--- config.mk ---
export PLATFORM = sky130hd
export DESIGN_NAME = der_tlv_stream_decoder_core
export DESIGN_NICKNAME = d
export VERILOG_FILES = /design/src/design/dertlv_pkg.sv /design/src/design/dertlv_rsp_fifo.sv /design/src/design/der_tlv_stream_decoder_core.sv
export VERILOG_INCLUDE_DIRS = /design/src /design/src/design
export SDC_FILE = /design/constraint.sdc
export NUM_CORES = 1
export LEC_CHECK = 0
export ABC_AREA = 1
export BUFFER_PORTS_ARGS = -buffer_cell sky130_fd_sc_hd__clkbuf_2
export CAP_MARGIN = 20
export CORE_MARGIN = 3
export CORE_UTILIZATION = 55
export CTS_BUF_LIST = sky130_fd_sc_hd__clkbuf_8 sky130_fd_sc_hd__clkbuf_16
export CTS_CLUSTER_DIAMETER = 200
export DETAILED_ROUTE_END_ITERATION = 6
export HOLD_SLACK_MARGIN = 0.03
export MAX_ROUTING_LAYER = met4
export PLACE_DENSITY = 0.84
export SYNTH_ARGS = -nofsm -noshare
export SYNTH_HDL_FRONTEND = slang
export SYNTH_SLANG_ARGS = --single-unit
--- constraint.sdc ---
create_clock -name clock -period 4.49 [get_ports clock]
set_input_delay 0.449 -clock clock [delete_from_list [all_inputs] [get_ports clock]]
set_output_delay 0.449 -clock clock [all_outputs]
set_load 0.05 [all_outputs]
--- src/design/der_tlv_stream_decoder_core_assert.svh ---
// ----------------------------------------------------------------------------
// DER TLV stream decoder assertion macros
// Short forms for the concurrent checks used in the decoder RTL.
// ----------------------------------------------------------------------------
`ifndef DER_TLV_STREAM_DECODER_CORE_ASSERT_SVH
`define DER_TLV_STREAM_DECODER_CORE_ASSERT_SVH

// The consequent must hold in the same cycle as the antecedent.
`define DERTLV_ASSERT_SAME(label, clk, rst, ante, cons, msg) \
   label: assert property (@(posedge clk) disable iff (rst) (ante) |-> (cons)) \
      else $error(msg);

// The consequent must hold in the cycle after the antecedent.
`define DERTLV_ASSERT_NEXT(label, clk, rst, ante, cons, msg) \
   label: assert property (@(posedge clk) disable iff (rst) (ante) |=> (cons)) \
      else $error(msg);

`endif

--- src/design/dertlv_pkg.sv ---
// ----------------------------------------------------------------------------
// DER TLV stream decoder package
// Types and fixed codes shared by the decoder modules.
// ----------------------------------------------------------------------------
`default_nettype none

package dertlv_pkg;

   typedef logic [1:0] phase_type;
   typedef logic [1:0] kind_type;

   localparam phase_type PH_TAG     = 2'd0;
   localparam phase_type PH_LEN     = 2'd1;
   localparam phase_type PH_LBYTES  = 2'd2;
   localparam phase_type PH_CONTENT = 2'd3;

   localparam kind_type KIND_CONTENT = 2'd0;
   localparam kind_type KIND_EMPTY   = 2'd1;
   localparam kind_type KIND_BAD_TAG = 2'd2;
   localparam kind_type KIND_BAD_LEN = 2'd3;

   localparam logic [7:0] LONG_FORM_MASK = 8'h80;
   localparam logic [7:0] LEN_COUNT_MASK = 8'h7f;
   localparam logic [7:0] LEN_COUNT_MAX  = 8'd4;

   typedef struct packed {
      logic [7:0] out_byte;
      kind_type   result_kind;
      logic       last;
   } rsp_item_type;

endpackage

`default_nettype wire

--- src/design/dertlv_rsp_fifo.sv ---
// ----------------------------------------------------------------------------
// DER TLV result buffer
// Two-entry result queue that decouples the decoder from a stalling receiver.
// ----------------------------------------------------------------------------
`default_nettype none

module dertlv_rsp_fifo
   import dertlv_pkg::*;
(
   input  wire logic         clock,
   input  wire logic         reset,
   input  wire logic         push,
   input  wire rsp_item_type push_item,
   output logic              full,
   output logic              out_valid,
   input  wire logic         out_ready,
   output rsp_item_type      out_item
);

   rsp_item_type mem_ff [2];
   logic         wr_ptr_ff, wr_ptr_in;
   logic         rd_ptr_ff, rd_ptr_in;
   logic [1:0]   count_ff, count_in;
   logic         pop;

   assign out_valid = (count_ff != 2'd0);
   assign full      = (count_ff == 2'd2);
   assign out_item  = mem_ff[rd_ptr_ff];
   assign pop       = out_valid && out_ready;

   always_comb begin
      wr_ptr_in = push ? ~wr_ptr_ff : wr_ptr_ff;
      rd_ptr_in = pop ? ~rd_ptr_ff : rd_ptr_ff;
      count_in  = count_ff;
      if (push && !pop) begin
         count_in = count_ff + 2'd1;
      end else if (pop && !push) begin
         count_in = count_ff - 2'd1;
      end
   end

   always_ff @(posedge clock) begin
      if (reset) begin
         wr_ptr_ff <= 1'b0;
         rd_ptr_ff <= 1'b0;
         count_ff  <= 2'd0;
      end else begin
         wr_ptr_ff <= wr_ptr_in;
         rd_ptr_ff <= rd_ptr_in;
         count_ff  <= count_in;
      end
   end

   always_ff @(posedge clock) begin
      if (push) begin
         mem_ff[wr_ptr_ff] <= push_item;
      end
   end

endmodule

`default_nettype wire

--- src/design/der_tlv_stream_decoder_core.sv ---
// ----------------------------------------------------------------------------
// DER TLV stream decoder core
// Checks the tag and decodes the length of DER elements, passes content on.
// ----------------------------------------------------------------------------
// The req channel carries one byte of the DER stream per word, together with
// the tag that the current element must carry; the tag is only compared on a
// tag byte. The rsp channel returns at most one word per input byte: a
// content byte (marked last on the final one), an empty-element marker, or
// an error for a wrong tag or a long-form length count of zero or above four.
// Tag and length bytes give no word unless they end the element or fail.
// After an element ends or an error is reported, the next byte is a tag.
// A result word is registered in the result queue before it appears on rsp.
// One byte is accepted per cycle while req_ready is high; the state update is
// a single pass from the accepted byte to a two-entry result queue.
// When the receiver stalls, the queue keeps taking bytes until both entries
// hold results; req_ready then stays low until a word leaves.
// Reset is synchronous and active high: the decoder waits for a tag byte and
// the result queue is emptied.
// ----------------------------------------------------------------------------
`default_nettype none

`include "der_tlv_stream_decoder_core_assert.svh"

module der_tlv_stream_decoder_core
   import dertlv_pkg::*;
(
   input  wire logic       clock,
   input  wire logic       reset,
   input  wire logic       req_valid,
   output logic            req_ready,
   input  wire logic [7:0] req_data_byte,
   input  wire logic [7:0] req_expected_tag,
   output logic            rsp_valid,
   input  wire logic       rsp_ready,
   output logic [7:0]      rsp_out_byte,
   output logic [1:0]      rsp_result_kind,
   output logic            rsp_last
);

   phase_type    phase_ff, phase_in;
   logic [2:0]   lbytes_left_ff, lbytes_left_in;
   logic [31:0]  content_left_ff, content_left_in;
   logic         req_accept;
   logic         res_valid;
   rsp_item_type res_item;
   rsp_item_type out_item;
   logic         fifo_full;
   logic [7:0]   len_count;
   logic [31:0]  len_acc;
   logic [2:0]   lbytes_dec;

   assign req_ready  = !fifo_full;
   assign req_accept = req_valid && req_ready;
   assign len_count  = req_data_byte & LEN_COUNT_MASK;
   assign len_acc    = {content_left_ff[23:0], req_data_byte};
   assign lbytes_dec = (lbytes_left_ff != 3'd0) ? lbytes_left_ff - 3'd1 : 3'd0;

   always_comb begin
      phase_in        = phase_ff;
      lbytes_left_in  = lbytes_left_ff;
      content_left_in = content_left_ff;
      res_valid       = 1'b0;
      res_item        = '0;
      unique case (phase_ff)
         PH_TAG: begin
            if (req_data_byte != req_expected_tag) begin
               res_valid            = 1'b1;
               res_item.result_kind = KIND_BAD_TAG;
               lbytes_left_in       = 3'd0;
               content_left_in      = 32'd0;
            end else begin
               phase_in = PH_LEN;
            end
         end
         PH_LEN: begin
            if ((req_data_byte & LONG_FORM_MASK) == 8'd0) begin
               if (req_data_byte == 8'd0) begin
                  res_valid            = 1'b1;
                  res_item.result_kind = KIND_EMPTY;
                  res_item.last        = 1'b1;
                  phase_in             = PH_TAG;
                  lbytes_left_in       = 3'd0;
                  content_left_in      = 32'd0;
               end else begin
                  content_left_in = {24'd0, req_data_byte};
                  phase_in        = PH_CONTENT;
               end
            end else if (len_count == 8'd0 || len_count > LEN_COUNT_MAX) begin
               res_valid            = 1'b1;
               res_item.result_kind = KIND_BAD_LEN;
               phase_in             = PH_TAG;
               lbytes_left_in       = 3'd0;
               content_left_in      = 32'd0;
            end else begin
               lbytes_left_in  = len_count[2:0];
               content_left_in = 32'd0;
               phase_in        = PH_LBYTES;
            end
         end
         PH_LBYTES: begin
            content_left_in = len_acc;
            lbytes_left_in  = lbytes_dec;
            if (lbytes_dec == 3'd0) begin
               if (len_acc == 32'd0) begin
                  res_valid            = 1'b1;
                  res_item.result_kind = KIND_EMPTY;
                  res_item.last        = 1'b1;
                  phase_in             = PH_TAG;
                  lbytes_left_in       = 3'd0;
                  content_left_in      = 32'd0;
               end else begin
                  phase_in = PH_CONTENT;
               end
            end
         end
         PH_CONTENT: begin
            res_valid            = 1'b1;
            res_item.out_byte    = req_data_byte;
            res_item.result_kind = KIND_CONTENT;
            if (content_left_ff <= 32'd1) begin
               res_item.last   = 1'b1;
               phase_in        = PH_TAG;
               lbytes_left_in  = 3'd0;
               content_left_in = 32'd0;
            end else begin
               content_left_in = content_left_ff - 32'd1;
            end
         end
         default: begin
            phase_in = PH_TAG;
         end
      endcase
   end

   always_ff @(posedge clock) begin
      if (reset) begin
         phase_ff        <= PH_TAG;
         lbytes_left_ff  <= 3'd0;
         content_left_ff <= 32'd0;
      end else if (req_accept) begin
         phase_ff        <= phase_in;
         lbytes_left_ff  <= lbytes_left_in;
         content_left_ff <= content_left_in;
      end
   end

   dertlv_rsp_fifo u_rsp_fifo (
      .clock     (clock),
      .reset     (reset),
      .push      (req_accept && res_valid),
      .push_item (res_item),
      .full      (fifo_full),
      .out_valid (rsp_valid),
      .out_ready (rsp_ready),
      .out_item  (out_item)
   );

   assign rsp_out_byte    = out_item.out_byte;
   assign rsp_result_kind = out_item.result_kind;
   assign rsp_last        = out_item.last;

   `DERTLV_ASSERT_SAME(a_lbytes_nonzero, clock, reset, phase_ff == PH_LBYTES, lbytes_left_ff != 3'd0, "Length byte count is zero while collecting length bytes.")
   `DERTLV_ASSERT_SAME(a_content_nonzero, clock, reset, phase_ff == PH_CONTENT, content_left_ff != 32'd0, "Content count is zero while passing content.")
   `DERTLV_ASSERT_NEXT(a_tag_to_len, clock, reset, req_accept && phase_ff == PH_TAG && req_data_byte == req_expected_tag, phase_ff == PH_LEN, "Matching tag did not advance to the length byte.")
   `DERTLV_ASSERT_NEXT(a_content_emits, clock, reset, req_accept && phase_ff == PH_CONTENT, rsp_valid, "Content byte produced no result word.")

endmodule

`default_nettype wire
---- Yosys cells after proc, flatten, opt, wreduce, memory -nomap -nowiden ----
Memories as Yosys holds them, arrays and structs flattened. A register that Yosys moved wholly into a read port is not among the register bits.
Index checks and enable logic that the tools add are counted.
word-level totals
  flip-flop bits (word level) ............. 41
  bits in writable memories ............... 22
  bits of input ports ..................... 20
  output and inout port bits .............. 13
  word-level logic and storage cells ...... 94
  memories kept ........................... 1
memories
  name               depth  bits a word  read ports  clocked after Yosys merged registers in  wr ports  line                   text
  u_rsp_fifo.mem_ff  2      11           1           1                                        1         dertlv_rsp_fifo.sv:20  rsp_item_type mem_ff [2];
operators by class
  $add $sub $neg .......................... 4
  magnitude comparators ................... 2
  equality and inequality tests ........... 10
  multiplexer cells ....................... 48
  bitwise operators ....................... 2
  reduce and logical (&&, ||, !) cells .... 21
operators by type and width
  operator                                                          number
  two-way mux 32 bit                                                5
  case mux 32 bit (4 select lines)                                  1
  less-or-equal comparator 32 x 1 -> 1 bit (second input constant)  1
  zero test 32 bit                                                  1
  subtractor 32 x 1 -> 32 bit (second input constant)               1
  two-way mux 2 bit                                                 15
  zero test 8 bit                                                   3
  two-way mux 3 bit                                                 8
  two-way mux 8 bit                                                 2
  case mux 2 bit (4 select lines)                                   2
  two-way mux 1 bit                                                 12
  case mux 3 bit (4 select lines)                                   1
  inequality test 2 bit (second input constant)                     4
  inequality test 8 bit                                             1
  AND reduction 4 bit                                               2
  > comparator 7 x 3 -> 1 bit (second input constant)               1
  == test 2 bit (second input constant)                             3
  logical AND 1 bit                                                 5
  case mux 1 bit (4 select lines)                                   1
  nonzero test 2 bit                                                2
  zero test 1 bit                                                   3
  zero test 3 bit                                                   1
  inequality test 3 bit (second input constant)                     1
  case mux 1 bit (3 select lines)                                   1
  other kinds (9)                                                   10

---- Depth between registers and ports, before layout ----
Gate-level depths: netlist (run 1).
  depth in word-level cells ............... 10
  depth in mapped cells ................... 17
  gate-level depth less buffers ........... 17

---- Modules after synthesis ----
A second synthesis (run 1) with hierarchy kept.
second synthesis, totals
  cells, all modules ...................... 627
  area, all modules ....................... 4,284.1 µm²
by module, submodules not included
  module                       times used  cells an instance  area an instance (µm²)  seq. area each (µm²)
  der_tlv_stream_decoder_core  1           558                3,214.3                 740.7
  dertlv_rsp_fifo              1           69                 1,069.8                 760.7

---- Worst setup path before layout (run 1) ----
OpenSTA, ideal clock, no wires.
  kind .................................... in2reg
  start ................................... input req_data_byte[2]
  end ..................................... memory u_rsp_fifo.mem_ff[0][0] in the netlist's numbering, enable pin
  library setup time ...................... 0.378 ns
  data arrival time ....................... 1.921 ns
  required time ........................... 4.112 ns
  setup slack ............................. 2.190 ns
  cell stages on the path ................. 12
  path buffers ............................ 1
  path through ............................ clkbuf_2 -> nor2_1 -> nand2_1 -> nor2_2 -> nand2_1 -> nor2_1 -> nand3_1 -> nand2_1 -> nand2_1 -> nand2_1 -> nand2_1 -> nor2_1
between the ends
  cells in the longest elaborated chain, start to end .. 8
  elaborated cells between the ends (all ways) .. 16
  those cells by class .................... 1 x order compare; 1 x eq/ne; 9 x mux; 5 x reduce/logical
RTL lines
  item                                                            line                                text
  start, declared                                                 der_tlv_stream_decoder_core.sv:31   input wire logic [7:0] req_data_byte,
  > comparator 7 x 3 -> 1 bit or zero test 8 bit (tied branches)  der_tlv_stream_decoder_core.sv:88   end else if (len_count == 8'd0 || len_count > LEN_COUNT_MAX) begin
  logical OR 1 bit                                                der_tlv_stream_decoder_core.sv:88
  two-way mux 1 bit                                               der_tlv_stream_decoder_core.sv:88
  two-way mux 1 bit                                               der_tlv_stream_decoder_core.sv:76   if ((req_data_byte & LONG_FORM_MASK) == 8'd0) begin
  case mux 1 bit (4 select lines) *                               der_tlv_stream_decoder_core.sv:64   unique case (phase_ff)
  logical AND 1 bit *                                             der_tlv_stream_decoder_core.sv:150  .push (req_accept && res_valid),
  two-way mux 1 bit *                                             dertlv_rsp_fifo.sv:55               if (push) begin
  two-way mux 1 bit (implied by the code) *                       dertlv_rsp_fifo.sv:56               mem_ff[wr_ptr_ff] <= push_item;
  end, declared                                                   dertlv_rsp_fifo.sv:20
Every way passes the cells marked *; elsewhere a longest branch is shown, timed or not.

---- Worst setup path after layout (run 1) ----
  start ................................... register content_left_ff[1]
  end ..................................... memory u_rsp_fifo.mem_ff[0][6] in the netlist's numbering, enable pin
between the ends
  cells in the longest elaborated chain, start to end .. 7
RTL lines
  item                                     line                                text
  start, declared                          der_tlv_stream_decoder_core.sv:42   logic [31:0] content_left_ff, content_left_in;
  start signal, assigned                   der_tlv_stream_decoder_core.sv:143  content_left_ff <= content_left_in;
  zero test 32 bit                         der_tlv_stream_decoder_core.sv:104  if (len_acc == 32'd0) begin
  two-way mux 1 bit                        der_tlv_stream_decoder_core.sv:104
  two-way mux 1 bit                        der_tlv_stream_decoder_core.sv:103  if (lbytes_dec == 3'd0) begin
  case mux 1 bit (4 select lines)          der_tlv_stream_decoder_core.sv:64
  logical AND 1 bit                        der_tlv_stream_decoder_core.sv:150
  two-way mux 1 bit                        dertlv_rsp_fifo.sv:55
  two-way mux 1 bit (implied by the code)  dertlv_rsp_fifo.sv:56
Every way passes these cells.

==> flow_metrics.py, run 1 <==
metrics = {
    "status": {
        "result_of_the_run": "finished, final reports clean",
    },
    "clocking": {
        "cts_post_setup_buffers_inserted": 0,
        "max-clock-path-buffers": 2,
        "cts.repair.resized": 0,
        "cts.clk_slew.worst_paths_ns": 0.08,
        "cts-root-buf": "sky130_fd_sc_hd__clkbuf_8",
        "h-tree-depth": 3,
        "cts_inserted_buffers": 9,
        "tritoncts": "yes",
        "ctsHoldBuffers": 0,
        "insertion_delay_ns": 0.35,
        "cts_sinks": 64,
    },
    "final_layout": {
        "antenna-diode-count": 0,
        "layout.cells.most_common_list": "214 x sky130_fd_sc_hd__nand2_1, 64 x sky130_fd_sc_hd__nor2_1, 60 x sky130_fd_sc_hd__inv_1, 50 x sky130_fd_sc_hd__nand3_1, 42 x sky130_fd_sc_hd__dfxtp_1",
        "mostFrequentLayoutCell": "sky130_fd_sc_hd__nand2_1",
        "layout-drive-gt1-share_pct": 13.36,
        "final-instance-count-excl-fill": 750,
        "layout.filler_cells": 629,
        "num-nets-final": 674,
        "final_core_util_pct": 63.26,
        "layout-area-overhead-vs-synth_pct": 9.879,
    },
    "floorplanning": {
        "num_rows": 31,
        "core_area_um2": 7370,
        "floorplan.die.height_um": 93.83,
        "dieArea_um2": 8804,
        "ios": 33,
        "floorplan.die.width_um": 93.83,
        "starting_density_pct": 57.57,
    },
    "place": {
        "place.gp.congestion": 0.9633,
        "placed_cells": 734,
        "io_buffer_count": 32,
        "dp_hpwl_mm": 7.445,
    },
    "critical_path": {
        "critical_path_peak_fanout": 11,
        "setup.worst_path.start_class": "register",
        "rrSetupSlack_ns": 1.83,
        "worstSetupEndpointType": "register",
        "r2r_start": "content_left_ff[1]",
        "crit_required_ns": 4.46,
        "arrival_ns": 2.63,
        "worstRegToRegCells": 12,
        "setup_cp_type": "register to register",
        "critical_path.reg2reg.endpoint": "u_rsp_fifo.mem_ff[0][6]",
    },
    "worst_hold_path": {
        "hp-start": "rsp_ready",
        "hp-class": "primary input to register",
        "min_path_cells": 3,
    },
    "drt": {
        "detailedRoute.firstPassIterationCount": 5,
        "post_drt_antenna_nets": 0,
        "wire_per_inst_um": 13.92,
        "post-route-drc-count": 0,
        "avgViaCountPerCell": 5.425,
        "vias": 4069,
        "drt_iter0_drc": 389,
        "routed_wl_mm": 10.44,
    },
    "job": {
        "maxCapViolCount": 0,
    },
    "yosys": {
        "postSynth.topFlopCell": "sky130_fd_sc_hd__dfxtp_1",
        "syn-num-nets": 652,
        "synth-compound-area-share_pct": 9.997,
        "synth_enable_flop_cells": 22,
        "yosys-mux-area-fraction_pct": 2.919,
        "post_synthesis_instance_area_um2": 4243,
        "synthesis.instances": 624,
        "yosys_register_bits": 64,
        "avg_cell_area_syn_um2": 6.799,
        "netlist-cell-type-count": 38,
        "synthAdderAreaFrac_pct": 2.359,
        "asyncSetResetFlopFracSynth_pct": 0,
        "synth_simple_gate_area_share_pct": 37.10,
        "synthXorXnorAreaFrac_pct": 4.335,
        "dominant_combinational_cell_family_by_area_after_synthesis": "simple AND/OR/NAND/NOR gates",
        "synth_sequential_area_ratio_pct": 35.39,
        "synth.yosys.warnings": 0,
    },
    "sta": {
        "share_of_the_clock_period_used_by_the_worst_path_after_layout_pct": 59.32,
        "finalWorstPathRequiredPeriod_ns": 2.664,
        "final.setup.tns_ns": 0,
        "max_clock_freq_mhz": 375.4,
        "grt_setup_unrepaired": "false",
        "timing.final.hold_violations": 0,
        "max_slew.worst_pin.slew_ns": 0.8775,
        "max_slew_margin_pct": 41.28,
        "timing.final.setup_violations": 0,
        "timing.clock.skew_ns": 0.01075,
        "timing.hold.ws_ns": 0.4197,
        "final_max_slew_viol_count": 0,
    },
    "grt": {
        "first_global_vias": 3787,
        "initial_antenna_violation_count": 0,
        "grt_overflow": 0,
        "pin_count_of_the_biggest_net_entering_global_routing": 39,
        "grt.total_usage_pct": 25.51,
        "grt_pass1_wl_mm": 17.48,
    },
    "power_and_ir_drop": {
        "power.density_nw_per_um2": 356.0,
        "leakagePower_nw": 2.168,
        "peakVddDrop_v": 0.0001624,
    },
}
critical path, stage by stage, from the launching register on:
cell and delay [ns]:
sky130_fd_sc_hd__dfxtp_1 0.34, sky130_fd_sc_hd__inv_1 0.10, sky130_fd_sc_hd__ha_1 0.23, sky130_fd_sc_hd__nand2_2 0.13
sky130_fd_sc_hd__nor2_4 0.22, sky130_fd_sc_hd__nand2_1 0.10, sky130_fd_sc_hd__nor2_1 0.11, sky130_fd_sc_hd__nand3_1 0.07
sky130_fd_sc_hd__nand2_1 0.07, sky130_fd_sc_hd__nand2_1 0.06, sky130_fd_sc_hd__nand2_1 0.10, sky130_fd_sc_hd__nand2_1 0.08
sky130_fd_sc_hd__nor2_1 0.67
cells by family (layout without fill, tap and decap cells):
logic type	Yosys count	count (layout)
fa+ha+maj	8	8
compound gates	76	76
simple gates	361	361
buf+inv	83	110
flops	64	64
mux	11	11
xor+xnor	21	21
power by group:
group	internal [mW]	switching, mW	leakage (nW)
combinational	0.102	0.285	1.50
clock	0.364	0.229	0.114
sequential	0.651	0.0287	0.551
total	1.12	0.543	2.17
flip-flops by register name (all words and copies together) (netlist names), named ones only:
| name | count |
|---|---|
| content_left_ff | 32 |
| u_rsp_fifo.mem_ff | 22 |
| lbytes_left_ff | 3 |
| phase_ff | 2 |
| u_rsp_fifo.count_ff | 2 |
| u_rsp_fifo.rd_ptr_ff | 1 |
| u_rsp_fifo.wr_ptr_ff | 1 |
layout make-up:
cell class	instances	area [µm²]	share of cell area (%)
timing repair buffer	33	167.7	3.596
inverter	61	229.0	4.911
tap	99	123.9	2.657
clock buffer	9	123.9	2.657
clock inverter	7	110.1	2.362
multi-input combinational	477	2406	51.61
sequential	64	1501	32.21
synthesized netlist by cell type, types with 2 or more instances:
cell type,count,area [µm²]
sky130_fd_sc_hd__inv_1,60,225.2
sky130_fd_sc_hd__xor2_1,11,96.34
sky130_fd_sc_hd__nand3b_1,2,15.01
sky130_fd_sc_hd__mux2_2,11,123.9
sky130_fd_sc_hd__nand3_2,5,50.05
sky130_fd_sc_hd__clkbuf_2,3,15.01
sky130_fd_sc_hd__o21ai_0,17,85.08
sky130_fd_sc_hd__xnor2_1,10,87.58
sky130_fd_sc_hd__buf_2,7,35.03
sky130_fd_sc_hd__nor2_2,5,31.28
sky130_fd_sc_hd__o21bai_1,5,37.54
sky130_fd_sc_hd__o22ai_1,6,37.54
sky130_fd_sc_hd__clkbuf_1,10,37.54
sky130_fd_sc_hd__nand2_2,2,12.51
sky130_fd_sc_hd__nand4_1,3,18.77
sky130_fd_sc_hd__dfxtp_1,42,840.8
sky130_fd_sc_hd__edfxtp_1,22,660.6
sky130_fd_sc_hd__nand2_1,214,803.3
sky130_fd_sc_hd__o21ai_1,5,25.02
sky130_fd_sc_hd__a21oi_1,38,190.2
sky130_fd_sc_hd__or2_2,2,12.51
sky130_fd_sc_hd__nor2_1,64,240.2
sky130_fd_sc_hd__nand3_1,50,250.2
sky130_fd_sc_hd__ha_1,8,100.1
sky130_fd_sc_hd__nor2_4,9,101.4
worst max-delay path by stage:
stage                  startpoint                       to  slack, ns  depth (start not counted)
5_1_grt        content_left_ff[0]  u_rsp_fifo.mem_ff[0][6]       1.56                         12
6_report       content_left_ff[1]  u_rsp_fifo.mem_ff[0][6]       1.83                         12
4_1_cts        content_left_ff[1]  u_rsp_fifo.mem_ff[0][6]       1.82                         12
3_5_place_dp   content_left_ff[0]  u_rsp_fifo.mem_ff[0][3]       1.84                         12
2_1_floorplan    req_data_byte[2]  u_rsp_fifo.mem_ff[0][0]       2.19                         12
3_3_place_gp     req_data_byte[2]  u_rsp_fifo.mem_ff[0][0]       1.93                         12
layer usage:
metal	share of wire, %	track usage [%]	vias to the layer above
met5	0	-	-
met4	1.8	9.747	0
met3	7.3	3.446	21
met2	46	39.80	163
met1	45	33.82	1843
li1	-	-	2042
per-stage QoR:
step	worst slack, ns	instance area (µm²)	total power [mW]
floorplan	2.190	4243	0.9961
global placement	1.933	4428	1.067
detailed placement	1.837	4428	1.079
CTS	1.819	4662	1.671
global route	1.557	4662	1.724
finish	1.826	4662	1.660
Note: power is estimated with default switching activity, not from simulation.
==> inputs of run 2 (changes only) <==
--- a/config.mk
+++ b/config.mk
@@ -6,17 +6,17 @@
 export SDC_FILE = /design/constraint.sdc
 export NUM_CORES = 1
 export LEC_CHECK = 0
-export ABC_AREA = 1
+export ABC_AREA = 0
 export BUFFER_PORTS_ARGS = -buffer_cell sky130_fd_sc_hd__clkbuf_2
 export CAP_MARGIN = 20
 export CORE_MARGIN = 3
-export CORE_UTILIZATION = 55
+export CORE_UTILIZATION = 54
 export CTS_BUF_LIST = sky130_fd_sc_hd__clkbuf_8 sky130_fd_sc_hd__clkbuf_16
 export CTS_CLUSTER_DIAMETER = 200
 export DETAILED_ROUTE_END_ITERATION = 6
 export HOLD_SLACK_MARGIN = 0.03
 export MAX_ROUTING_LAYER = met4
-export PLACE_DENSITY = 0.84
+export PLACE_DENSITY = 0.86
 export SYNTH_ARGS = -nofsm -noshare
 export SYNTH_HDL_FRONTEND = slang
 export SYNTH_SLANG_ARGS = --single-unit
==> constraint.sdc (replaced) <==
create_clock -name clock -period 2.2 [get_ports clock]
set_input_delay 0.22 -clock clock [delete_from_list [all_inputs] [get_ports clock]]
set_output_delay 0.22 -clock clock [all_outputs]
set_load 0.05 [all_outputs]
==> run 2 against run 1 <==
The flow now finishes with violations (DRC, setup timing). Non-clock buffer count up 121. Critical path depth down 2. Via count grew 28%. Utilization up 25 points. Maximum frequency decreased by 10%. Combinational power rose to 4.4 times the previous value. Flip-flop and latch count is the same. Hold slack got worse by 0.17 ns. Critical endpoint is now u_rsp_fifo.count_ff[1]. Largest power group is now combinational cells.
==> flow_metrics.py, run 2 <==
metrics = {
    "status": {
        "result_of_the_run": "complete, but fails checks",
        "violations_in_the_final_reports": "DRC, setup timing",
    },
    "sta": {
        "finalWorstPathRequiredPeriod_ns": 2.974,
        "timing.final.ws_setup_ns": -0.7740,
        "timing.final.hold_violations": 0,
        "max_slew_margin_pct": 29.00,
        "max_clock_freq_mhz": 336.2,
        "grt_setup_unrepaired": "true",
        "timing.final.setup_violations": 66,
        "max_slew.worst_pin.slew_ns": 1.063,
        "share_of_the_clock_period_used_by_the_worst_path_after_layout_pct": 135.2,
        "timing.clock.skew_ns": 0.02931,
        "final_max_slew_viol_count": 0,
        "final.setup.tns_ns": -32.59,
    },
    "critical_path": {
        "worst_setup_path_startpoint": "content_left_ff[17]",
        "timing.critical_path.cells": "nor3_1, buf_4, nand4_1, buf_4, nor4_4, a21oi_2, a311oi_2, ha_1, or3_4, a21oi_2",
        "cell_type_group_with_the_largest_total_delay_on_the_critical_path": "simple AND/OR/NAND/NOR gates",
        "r2r_start": "content_left_ff[17]",
        "arrival_ns": 3.30,
        "worstSetupEndpointType": "register",
        "critical_path_peak_fanout": 3,
        "crit_buf_inv": 2,
        "setup_cp_type": "register to register",
        "cpPeakStageDelay_ns": 0.41,
        "crit_required_ns": 2.53,
        "setup.worst_path.start_class": "register",
        "slowest_stage": "sky130_fd_sc_hd__nor3_1",
    },
    "yosys": {
        "yosys.area.top_type": "sky130_fd_sc_hd__dfxtp_1",
        "synth.cells.most_frequent": "42 x sky130_fd_sc_hd__dfxtp_1, 35 x sky130_fd_sc_hd__nand2_1, 34 x sky130_fd_sc_hd__nor2_1",
        "synth_enable_flop_cells": 22,
        "asyncSetResetFlopFracSynth_pct": 0,
        "synth_top_area_share_pct": 22.69,
        "synthAdderAreaFrac_pct": 2.701,
        "yosys_register_bits": 64,
        "synth.most_common_cell": "sky130_fd_sc_hd__dfxtp_1",
        "post_synthesis_instance_area_um2": 3706,
        "synth_sequential_area_ratio_pct": 40.51,
        "synthXorXnorAreaFrac_pct": 4.963,
        "synth.top_cells.by_area": "sky130_fd_sc_hd__dfxtp_1 23%, sky130_fd_sc_hd__edfxtp_1 18%, sky130_fd_sc_hd__mux2_2 3.6%",
        "netlist-cell-type-count": 58,
        "syn-num-nets": 435,
        "avg_cell_area_syn_um2": 9.106,
        "synthesis.instances": 407,
        "synth_simple_gate_area_share_pct": 22.05,
        "yosys-mux-area-fraction_pct": 3.646,
        "synth.yosys.warnings": 0,
        "dominant_combinational_cell_family_by_area_after_synthesis": "compound AO/OA/AOI/OAI gates",
        "synth-compound-area-share_pct": 22.45,
        "postSynth.topFlopCell": "sky130_fd_sc_hd__dfxtp_1",
    },
    "clocking": {
        "max-clock-path-buffers": 2,
        "insertion_delay_ns": 0.40,
        "cts.clk_slew.worst_paths_ns": 0.09,
        "cts-root-buf": "sky130_fd_sc_hd__clkbuf_8",
        "cts_sinks": 64,
        "tritoncts": "yes",
        "ctsHoldBuffers": 0,
        "cts_inserted_buffers": 9,
        "h-tree-depth": 3,
    },
    "drt": {
        "post-route-drc-count": 390,
        "post_drt_antenna_nets": 0,
        "detailedRoute.firstPassIterationCount": 7,
        "routed_wl_mm": 22.78,
        "vias": 5222,
        "avgViaCountPerCell": 8.224,
        "drt_iter0_drc": 1640,
        "wire_per_inst_um": 35.88,
    },
    "floorplanning": {
        "core_area_um2": 6495,
        "ios": 33,
        "num_rows": 29,
        "floorplan.die.height_um": 88.85,
        "dieArea_um2": 7893,
        "starting_density_pct": 57.06,
        "floorplan.die.width_um": 88.85,
    },
    "grt": {
        "grt.total_usage_pct": 47.22,
        "initial_antenna_violation_count": 2,
        "pin_count_of_the_biggest_net_entering_global_routing": 19,
        "grt_overflow": 0,
        "first_global_vias": 4706,
        "grt_pass1_wl_mm": 26.30,
    },
    "final_layout": {
        "finish.instance_area_um2": 5717,
        "layout-drive-gt1-share_pct": 49.82,
        "max_reg_flops": 32,
        "reg.largest.list": "content_left_ff x32, u_rsp_fifo.mem_ff x22, lbytes_left_ff x3",
        "registers.top_by_ff_count": "content_left_ff",
        "layout.filler_cells": 206,
        "ff_latch_area_um2": 1515,
        "mostFrequentLayoutCell": "sky130_fd_sc_hd__buf_4",
        "num-nets-final": 579,
        "layout.cells.most_common_list": "104 x sky130_fd_sc_hd__buf_4, 35 x sky130_fd_sc_hd__nand2_1, 33 x sky130_fd_sc_hd__dfxtp_1, 32 x sky130_fd_sc_hd__clkbuf_2, 30 x sky130_fd_sc_hd__nor2_1",
        "layout-area-overhead-vs-synth_pct": 54.25,
        "footprint_of_the_multi_input_gates_um2": 2605,
    },
    "place": {
        "dp_hpwl_mm": 8.939,
        "io_buffer_count": 32,
        "place.gp.congestion": 0.9986,
        "dpl-instance-area_um2": 4758,
    },
    "job": {
        "maxCapViolCount": 0,
    },
    "power_and_ir_drop": {
        "post-layout-total-power_mw": 4.468,
        "peakVddDrop_v": 0.0005219,
        "power.density_nw_per_um2": 781.6,
        "leakagePower_nw": 2.341,
    },
    "worst_hold_path": {
        "hp-class": "primary input to register",
        "hp-start": "req_data_byte[4]",
    },
}
-- run 2: cell types whose count changed after synthesis, moves of 10 or more --
cell                       before  now
sky130_fd_sc_hd__nor4_1         0   10
sky130_fd_sc_hd__inv_1         60   13
sky130_fd_sc_hd__nor2_1        64   34
sky130_fd_sc_hd__a21oi_1       38   18
sky130_fd_sc_hd__nor3_1         1   23
sky130_fd_sc_hd__clkbuf_1      10   21
sky130_fd_sc_hd__nand2_1      214   35
sky130_fd_sc_hd__nand3_1       50   12
-- run 2: power by group --
part	switching, mW	total, mW	leakage (nW)	internal [mW]
clock network	0.606	1.36	0.117	0.755
registers	0.0974	1.43	0.551	1.33
logic	1.08	1.68	1.67	0.597
total	1.79	4.47	2.34	2.68
-- run 2: area by class of cell --
class,instances,share of cell area (%)
Multi-Input combinational cell,309,45.57
Sequential cell,64,26.50
Timing Repair Buffer,154,21.01
Clock buffer,9,2.167
Clock inverter,7,2.079
Tap cell,77,1.685
Inverter,13,0.8974
Antenna cell,2,0.08755
-- run 2: metal layers --
metal	track usage, %	wire length (µm)	vias up
met2	68.08	8624	730
met4	34.20	2890	0
met5	-	0	-
met1	47.55	7171	2271
met3	26.72	4097	382
li1	-	-	1839
-- run 2: what timing repair did --
| action | 4_1_cts | 5_1_grt |
|---|---|---|
| pin swaps | 19 | 36 |
| cloned | 1 | 2 |
| setup endpoints to repair | 63 | 64 |
| resized for setup | 36 | 82 |
| setup buffers | 9 | 13 |
-- run 2: cells by family after synthesis --
group | Yosys count
buffers and inverters | 36
adder cells (fa/ha/maj) | 8
multiplexers | 12
AO/OA/AOI/OAI | 109
AND/OR/NAND/NOR | 157
XOR/XNOR | 21
flip-flops | 64
-- run 2: worst reg2reg max path: stages, from the launching register on --
cell and delay (ns):
sky130_fd_sc_hd__dfxtp_1 0.38, sky130_fd_sc_hd__nor3_1 0.41, sky130_fd_sc_hd__buf_4 0.23, sky130_fd_sc_hd__nand4_1 0.17, sky130_fd_sc_hd__buf_4 0.20, sky130_fd_sc_hd__nor4_4 0.18, sky130_fd_sc_hd__a21oi_2 0.10, sky130_fd_sc_hd__a311oi_2 0.39
sky130_fd_sc_hd__ha_1 0.34, sky130_fd_sc_hd__or3_4 0.40, sky130_fd_sc_hd__a21oi_2 0.13
-- run 2: path summary, 6_finish.rpt --
check,endpoint,slack (ns),cells past startpoint
worst max-delay path,u_rsp_fifo.count_ff[1],-0.77,10
worst min-delay path,content_left_ff[4],0.25,3
worst max register to register,u_rsp_fifo.count_ff[1],-0.77,10
worst min register to register,content_left_ff[27],0.51,1
-- run 2: per-stage QoR --
stage	setup WS, ns	utilization [%]	hold slack [ns]	instances
after floorplan	-0.2690	-	0.3360	407
after global placement	-0.1772	73.26	0.4681	594
after detailed placement	-0.2730	73.26	0.4806	594
after CTS	-0.2285	80.27	0.2338	620
after global routing	-0.7686	88.02	0.2228	635
final	-0.7740	88.02	0.2455	635
